`src/design/tbrs_pkg.sv`:
```
// Shared types, widths and constants of the token bucket rate shaper.
package tbrs_pkg;

   localparam int NUM_BUCKETS = 256;
   localparam int IDX_W       = $clog2(NUM_BUCKETS);

   localparam int OP_W     = 2;
   localparam int BKT_W    = 8;
   localparam int TIME_W   = 64;
   localparam int LEN_W    = 16;
   localparam int RATE_W   = 40;
   localparam int TOK_W    = 44;
   localparam int HZ_W     = 33;
   localparam int BRATE_W  = 47;
   localparam int PROD_W   = 128;
   localparam int QUO_W    = 64;
   localparam int CNT_W    = 7;
   localparam int PADDR_W  = 4;
   localparam int PDATA_W  = 64;

   localparam logic [HZ_W-1:0]  HZ_RESET  = 33'd1000000000;
   localparam logic [TOK_W-1:0] MIN_DEPTH = 44'd2048;

   localparam logic [CNT_W-1:0] MUL1_BITS = CNT_W'(BRATE_W);
   localparam logic [CNT_W-1:0] DIV1_BITS = CNT_W'(TIME_W + BRATE_W);
   localparam logic [CNT_W-1:0] MUL2_BITS = CNT_W'(HZ_W);
   localparam logic [CNT_W-1:0] DIV2_BITS = CNT_W'(TOK_W + HZ_W);

   typedef enum logic [OP_W-1:0] {
      OP_INIT    = 2'd0,
      OP_CHECK   = 2'd1,
      OP_CONSUME = 2'd2,
      OP_PAIR    = 2'd3
   } opcode_type;

   typedef struct packed {
      logic [RATE_W-1:0] rate;
      logic [TOK_W-1:0]  depth;
      logic [TOK_W-1:0]  tokens;
      logic [TIME_W-1:0] last;
   } bucket_type;

   localparam int ENTRY_W = $bits(bucket_type);

   typedef enum logic [4:0] {
      CMD_NONE,
      CMD_LATCH,
      CMD_WR_INIT,
      CMD_RESP_NONE,
      CMD_RD_A,
      CMD_RD_B,
      CMD_LOAD_W,
      CMD_RESP_CHECK,
      CMD_RESP_TOK,
      CMD_REF_START,
      CMD_DIV1_START,
      CMD_DIV1_END,
      CMD_DIV2_START,
      CMD_DIV2_END,
      CMD_SAVE_A,
      CMD_DECIDE,
      CMD_WR_A,
      CMD_WR_A_RESP,
      CMD_WR_B_RESP
   } cmd_type;

   typedef struct packed {
      opcode_type op;
      logic       a_ok;
      logic       b_ok;
      logic       pair;
      logic       ref_trivial;
      logic       arith_done;
      logic       q_partial;
   } status_type;

endpackage

```
`src/design/tbrs_ctrl.sv`:
```
// Controller state machine that sequences each transaction through the datapath.
module tbrs_ctrl (
   input  logic                  clock,
   input  logic                  reset,
   input  logic                  start,
   output logic                  busy,
   input  tbrs_pkg::status_type  status,
   output tbrs_pkg::cmd_type     cmd
);
   import tbrs_pkg::*;

   typedef enum logic [3:0] {
      ST_IDLE,
      ST_DISPATCH,
      ST_LOAD_A,
      ST_SHORT,
      ST_REF0,
      ST_MUL1,
      ST_DIV1,
      ST_MUL2,
      ST_DIV2,
      ST_REF_END,
      ST_RD_B,
      ST_LOAD_B,
      ST_DECIDE,
      ST_WR_A,
      ST_WR_B
   } state_type;

   state_type state_ff, state_in;
   logic      phase_ff, phase_in;

   always_comb begin
      state_in = state_ff;
      phase_in = phase_ff;
      cmd      = CMD_NONE;
      case (state_ff)
         ST_IDLE: begin
            if (start) begin
               cmd      = CMD_LATCH;
               phase_in = 1'b0;
               state_in = ST_DISPATCH;
            end
         end
         ST_DISPATCH: begin
            if (!status.a_ok) begin
               cmd      = CMD_RESP_NONE;
               state_in = ST_IDLE;
            end else if (status.op == OP_INIT) begin
               cmd      = CMD_WR_INIT;
               state_in = ST_IDLE;
            end else begin
               cmd      = CMD_RD_A;
               state_in = ST_LOAD_A;
            end
         end
         ST_LOAD_A: begin
            cmd = CMD_LOAD_W;
            if (status.op == OP_CHECK || (status.pair && !status.b_ok)) begin
               state_in = ST_SHORT;
            end else begin
               state_in = ST_REF0;
            end
         end
         ST_SHORT: begin
            cmd      = (status.op == OP_CHECK) ? CMD_RESP_CHECK : CMD_RESP_TOK;
            state_in = ST_IDLE;
         end
         ST_REF0: begin
            cmd      = CMD_REF_START;
            state_in = status.ref_trivial ? ST_REF_END : ST_MUL1;
         end
         ST_MUL1: begin
            if (status.arith_done) begin
               cmd      = CMD_DIV1_START;
               state_in = ST_DIV1;
            end
         end
         ST_DIV1: begin
            if (status.arith_done) begin
               cmd      = CMD_DIV1_END;
               state_in = status.q_partial ? ST_MUL2 : ST_REF_END;
            end
         end
         ST_MUL2: begin
            if (status.arith_done) begin
               cmd      = CMD_DIV2_START;
               state_in = ST_DIV2;
            end
         end
         ST_DIV2: begin
            if (status.arith_done) begin
               cmd      = CMD_DIV2_END;
               state_in = ST_REF_END;
            end
         end
         ST_REF_END: begin
            if (!phase_ff) begin
               cmd      = CMD_SAVE_A;
               state_in = status.pair ? ST_RD_B : ST_DECIDE;
            end else begin
               state_in = ST_DECIDE;
            end
         end
         ST_RD_B: begin
            cmd      = CMD_RD_B;
            phase_in = 1'b1;
            state_in = ST_LOAD_B;
         end
         ST_LOAD_B: begin
            cmd      = CMD_LOAD_W;
            state_in = ST_REF0;
         end
         ST_DECIDE: begin
            cmd      = CMD_DECIDE;
            state_in = ST_WR_A;
         end
         ST_WR_A: begin
            if (status.pair) begin
               cmd      = CMD_WR_A;
               state_in = ST_WR_B;
            end else begin
               cmd      = CMD_WR_A_RESP;
               state_in = ST_IDLE;
            end
         end
         ST_WR_B: begin
            cmd      = CMD_WR_B_RESP;
            state_in = ST_IDLE;
         end
         default: begin
            state_in = ST_IDLE;
         end
      endcase
   end

   always_ff @(posedge clock) begin
      if (reset) begin
         state_ff <= ST_IDLE;
         phase_ff <= 1'b0;
      end else begin
         state_ff <= state_in;
         phase_ff <= phase_in;
      end
   end

   assign busy = (state_ff != ST_IDLE);
endmodule

```
`config.mk`:
```
export PLATFORM = sky130hd
export DESIGN_NAME = tbrs_ctrl
export DESIGN_NICKNAME = d
export VERILOG_FILES = /design/src/design/tbrs_pkg.sv /design/src/design/tbrs_ctrl.sv
export SDC_FILE = /design/constraint.sdc
export NUM_CORES = 1
export LEC_CHECK = 0
export ABC_CLOCK_PERIOD_IN_PS = 2250
export BUFFER_PORTS_ARGS = -buffer_cell sky130_fd_sc_hd__buf_2
export CORE_AREA = 4 4 42 59
export DETAILED_ROUTE_END_ITERATION = 16
export DIE_AREA = 0 0 46 63
export GPL_ROUTABILITY_DRIVEN = 0
export PLACE_DENSITY = 0.68
export RECOVER_POWER = 100
export SETUP_SLACK_MARGIN = 0.5
export SLEW_MARGIN = 10
export SYNTH_ARGS = -nofsm -noshare
export SYNTH_HDL_FRONTEND = slang
export SYNTH_SLANG_ARGS = --single-unit
```
`constraint.sdc`:
```
create_clock -name clock -period 2.25 [get_ports clock]
set_clock_uncertainty 0.05 [all_clocks]
set_input_delay 0.1125 -clock clock [delete_from_list [all_inputs] [get_ports clock]]
set_output_delay 0.1125 -clock clock [all_outputs]
set_load 0.01 [all_outputs]
```
== Word-level counts from Yosys, hierarchy flattened ==
Cells that the tools add are included.
Storage, ports and cells
  register bits after elaboration: 5
  input bits: 11
  output and inout bits: 6
  word-level logic and storage cells: 59
Cells by class
  equality and inequality tests: 20
  muxes and demuxes: 27
  reduce and logical (&&, ||, !) cells: 10
Operators with widths (number)
  one-hot mux 5 bit (14 select lines): 1
  two-way mux 4 bit: 14
  one-hot mux 4 bit (13 select lines): 1
  equality test 4 bit, second input constant: 7
  equality test 4 x 3 -> 1 bit, second input constant: 4
  two-way mux 3 bit: 5
  inequality test 2 bit, second input constant: 5
  equality test 4 x 2 -> 1 bit, second input constant: 2
  AND reduction 5 bit: 1
  equality test 4 x 1 -> 1 bit, second input constant: 1
  zero test 4 bit: 1
  two-way mux 2 bit: 2
  nonzero test 4 bit: 1
  two-way mux 1 bit: 3
  equality test 2 x 1 -> 1 bit, second input constant: 1
  zero test 2 bit: 1
  one-hot mux 1 bit (2 select lines): 1
  AND reduction 2 bit: 1
  nonzero test 2 bit: 1
  OR reduction 2 bit: 1
  logical AND 1 bit: 1
  zero test 1 bit: 1
  logical OR 1 bit: 1

== Depth between registers and ports, before layout ==
  depth after elaboration: 5
  depth in mapped cells: 7
  mapped depth without buffers: 5

== Worst setup path after synthesis ==
Ideal clock, no wire load.
  kind: register -> output
  start: register state_ff[1]
  end: output port cmd[3]
  arrival: 1.221 ns
  required time: 2.088 ns
  setup slack: 0.867 ns
  stages on the path, launching flop included: 7
  path buffers: 3
  path through: dfxtp_1 buf_6 buf_2 buf_2 a21oi_1 o21ai_0 o311ai_0
Between the ends
  word-level cells in the longest chain between the ends: 3
  elaborated cells between the ends (all ways): 17
RTL lines
  start, declared: RTL line tbrs_ctrl.sv:30  | state_type state_ff, state_in;
  start signal, assigned: RTL line tbrs_ctrl.sv:142  | state_ff <= state_in;
  equality test 4 x 2 -> 1 bit / equality test 4 bit (equally long branches): RTL line tbrs_ctrl.sv:37  | case (state_ff)
  OR reduction 2 bit (no source line)
  one-hot mux 5 bit (14 select lines) *: RTL line tbrs_ctrl.sv:37
  end, declared: RTL line tbrs_ctrl.sv:8  | output tbrs_pkg::cmd_type cmd
Every way passes the cells marked *; elsewhere a longest branch is shown, timed or not.

== Worst setup path in the final report ==
  start: register state_ff[0]
  end: output port cmd[2]
The elaborated chain is that of the path after synthesis.

==> impl_summary.txt <==
----------------------------------------------------
[Setup path]
  Maximum net fanout on the critical path ... 12
  Required time at the worst-slack endpoint ... 2.09 ns
  Category of the critical setup timing path ... reg2out
  Cell with the largest stage delay on the worst path ... sky130_fd_sc_hd__dfxtp_1
  Largest delay contributor family on the critical path ... flip-flops
  Bufs and invs on worst path ... 1
  CP Capture Type ... output pin
  Largest stage delay, worst path ... 0.54 ns
  Startpoint kind of the worst setup timing path ... flip-flop
  Arr. time, crit path ... 1.60 ns
  Worst-path cell chain ... nand2b_1 > nor3_1 > a21oi_1 > o221ai_1 > clkbuf_1

[Yosys]
  Most used standard cell by instance count after synthesis ... sky130_fd_sc_hd__nor2_1
  Commonest cells in the synthesized netlist ... 14 x sky130_fd_sc_hd__nor2_1, 12 x sky130_fd_sc_hd__nand2_1, 12 x sky130_fd_sc_hd__o21ai_0
  Post-synthesis area per instance ... 6.54 µm²
  #FFs+latches synth ... 5
  Share of async-settable or async-resettable flops after synthesis ... 0%
  Syn Inst Count ... 116
  Number of nets in the synthesized netlist ... 127
  Top cell type by total area after synthesis ... sky130_fd_sc_hd__dfxtp_1
  Fraction of the yosys area taken by sequential cells ... 13.2%
  Synth top area cells ... sky130_fd_sc_hd__dfxtp_1 13%, sky130_fd_sc_hd__o21ai_0 7.9%, sky130_fd_sc_hd__nor2_1 6.9%
  Main flop type after synthesis ... sky130_fd_sc_hd__dfxtp_1
  Total standard cell area after synthesis ... 758 µm²
  Yosys Warn Count ... 0
  Post-synth top area share ... 13.2%
  Distinct cell type count after synthesis ... 43
  Count of flip-flops with a built-in enable after synthesis ... 0

[Final layout]
  Combined flip-flop and latch cell area ... 111 µm²
  Share of cells above drive strength 1 ... 22.1%
  Layout overhead on the synthesized area ... 14.7%
  Filler cell count in the final layout ... 222
  Net count of the finished layout ... 143
  Post-layout utilization of the core ... 44.6%
  Area occupied by multi-input gates ... 586 µm²
  Number of non-filler instances in the completed layout ... 152
  Antenna diodes ... 0

[CTS]
  # hold bufs at CTS ... 0
  Clock-pin transition on the worst setup and hold timing paths ... 0.04 ns
  Clock tree buffer depth ... 2
  Number of H-tree levels ... 1
  Cts bufs inserted ... 3
  Number of sinks handled by clock tree synthesis ... 5
  Count of buffers added by post-CTS timing repair for setup ... 0
  Later-pin clock latency in the skew report ... 0.23 ns
  Clock tree from TritonCTS ... yes
  Clock root buffer ... sky130_fd_sc_hd__clkbuf_4

[Power]
  Internal Power ... 0.000213 W
  Switching pwr ... 0.000122 W
  Clock Power Share ... 30.5%
  Pwr Total ... 0.000335 W
  Combinational power share ... 39.3%
  Power Density ... 386 nW/µm²
  Part of the total power dissipated in sequential elements ... 30.2%
  Peak ir drop on the vdd network ... 0.132 mV
  Sw Share ... 36.5%
  Reported leakage power ... 0.334 nW

[Outcome]
  Outcome ... complete, no violations

[Routing]
  Routed wire length ... 2170 µm
  Remaining design rule violation count ... 0
  DRC violation total after the first TritonRoute iteration ... 31
  Total via count in the routed design ... 933
  Per-cell via count in the routed design ... 6.14
  Antenna-violating nets left ... 0
  Router iterations before antenna repair ... 5
  Routed len/inst ... 14.3 µm

[STA]
  RSZ-0062 raised after global routing ... false
  Achievable clock frequency ... 569 MHz
  Post-route minimum period ... 1.76 ns
  Slew at the pin with the worst max-slew slack ... 0.537 ns
  Final TNS setup ... 0 ns
  Hold Vio Cnt, Final ... 0
  Setup violators final ... 0
  Period Utilization, post-route ... 78.2%
  Worst slew slack as a fraction of its limit ... 63.9%
  Final max-slew violation count ... 0
  Post-layout worst setup margin ... 0.491 ns

[Die]
  Area enclosed by the die boundary ... 2900 µm²
  Top-level port count ... 17
  Width of the die ... 46 µm
  Num rows ... 19
  Total core area ... 1950 µm²
  Chip Height ... 63 µm
  Initial cell density of the core ... 38.9%

[Min path]
  Worst Hold Class ... in2reg

[Placed design]
  Total instance count after detailed placement ... 148
  Number of buffer cells added on primary ports ... 16
  Minimum setup slack after placement ... 0.472 ns
  DP Wirelength ... 1680 µm

[Global routing]
  Vias in the first global route ... 859
  Pin count of the biggest net entering global routing ... 19
  Number of antenna violations at the first check in global routing ... 0
  Global-route wire length before repair ... 3710 µm
  Total GRT Usage ... 16.1%
  GRT Residual Overflow ... 0

[Flow run]
  Max Cap Viol ... 0

----------------------------------------------------
placed cells by master (no fill, tap or decap), drive strengths merged, types with 3 or more instances in the layout:
| master | instances |
|---|---|
| a21o | 3 |
| a21oi | 12 |
| buf | 16 |
| clkbuf | 8 |
| dfxtp | 5 |
| inv | 3 |
| nand2 | 12 |
| nand2b | 4 |
| nor2 | 14 |
| nor2b | 3 |
| nor3 | 7 |
| o21ai | 13 |
cell families after synthesis:
logic type / synth area share, %
DFF: 13.2
AOI/OAI and AO/OA: 40.8
xor gates and xnor gates: 1.16
buffers and inverters: 9.73
and+or+nand+nor: 35.1
power by group through the flow:
stage,clock network [W],registers (W),logic [W]
2_1_floorplan,0,0.0000962,0.000100
3_3_place_gp,0,0.000105,0.000133
5_1_grt,0.000119,0.000102,0.000146
4_1_cts,0.000109,0.000104,0.000134
6_report,0.000102,0.000101,0.000132
3_5_place_dp,0,0.000106,0.000133
flip-flops by register name, summed over array words and instances (netlist names):
name,cells
state_ff,4
phase_ff,1
layer usage:
metal / routed length [µm] / GRT usage, % / share of wire [%]
met5: 0 / 0 / 0
met3: 136 / 0 / 6.3
met1: 884 / 21.5 / 41
met2: 1110 / 26.4 / 51
met4: 34 / 6.05 / 1.6
worst register-to-register path, delay by kind of cell, from the launching register on:
kind               cells  cell delay [ns]
and+or+nand+nor        2             0.71
DFF                    1             0.42
AOI/OAI and AO/OA      3             0.38
cell type report:
class                   count  area share (%)
clock buffers               4            3.02
inverters                   4            1.73
multi-input cells          98            67.3
flip-flops and latches      5            12.8
well taps                  21            3.02
repair buffers             20            12.1
timing repair:
item	CTS	global route
hold endpoints to repair	0	0
pin swaps	0	1
setup endpoints to repair	7	4
resized for setup	6	3
final timing paths:
kind         cells past startpoint  slack (ns)        start     endpoint
max                              5        0.49  state_ff[0]       cmd[2]
min                              2        0.06        reset  state_ff[3]
max reg2reg                      5        0.58  state_ff[0]  state_ff[0]
min reg2reg                      2        0.54  state_ff[1]  state_ff[1]
stage by stage:
stage	cell area [µm²]	hold slack [ns]
floorplan	758	0.125
global placement	836	0.310
detailed placement	836	0.313
CTS	872	0.0446
global route	870	0.0585
finish	870	0.0552
Power figures use the tool's default switching activity.
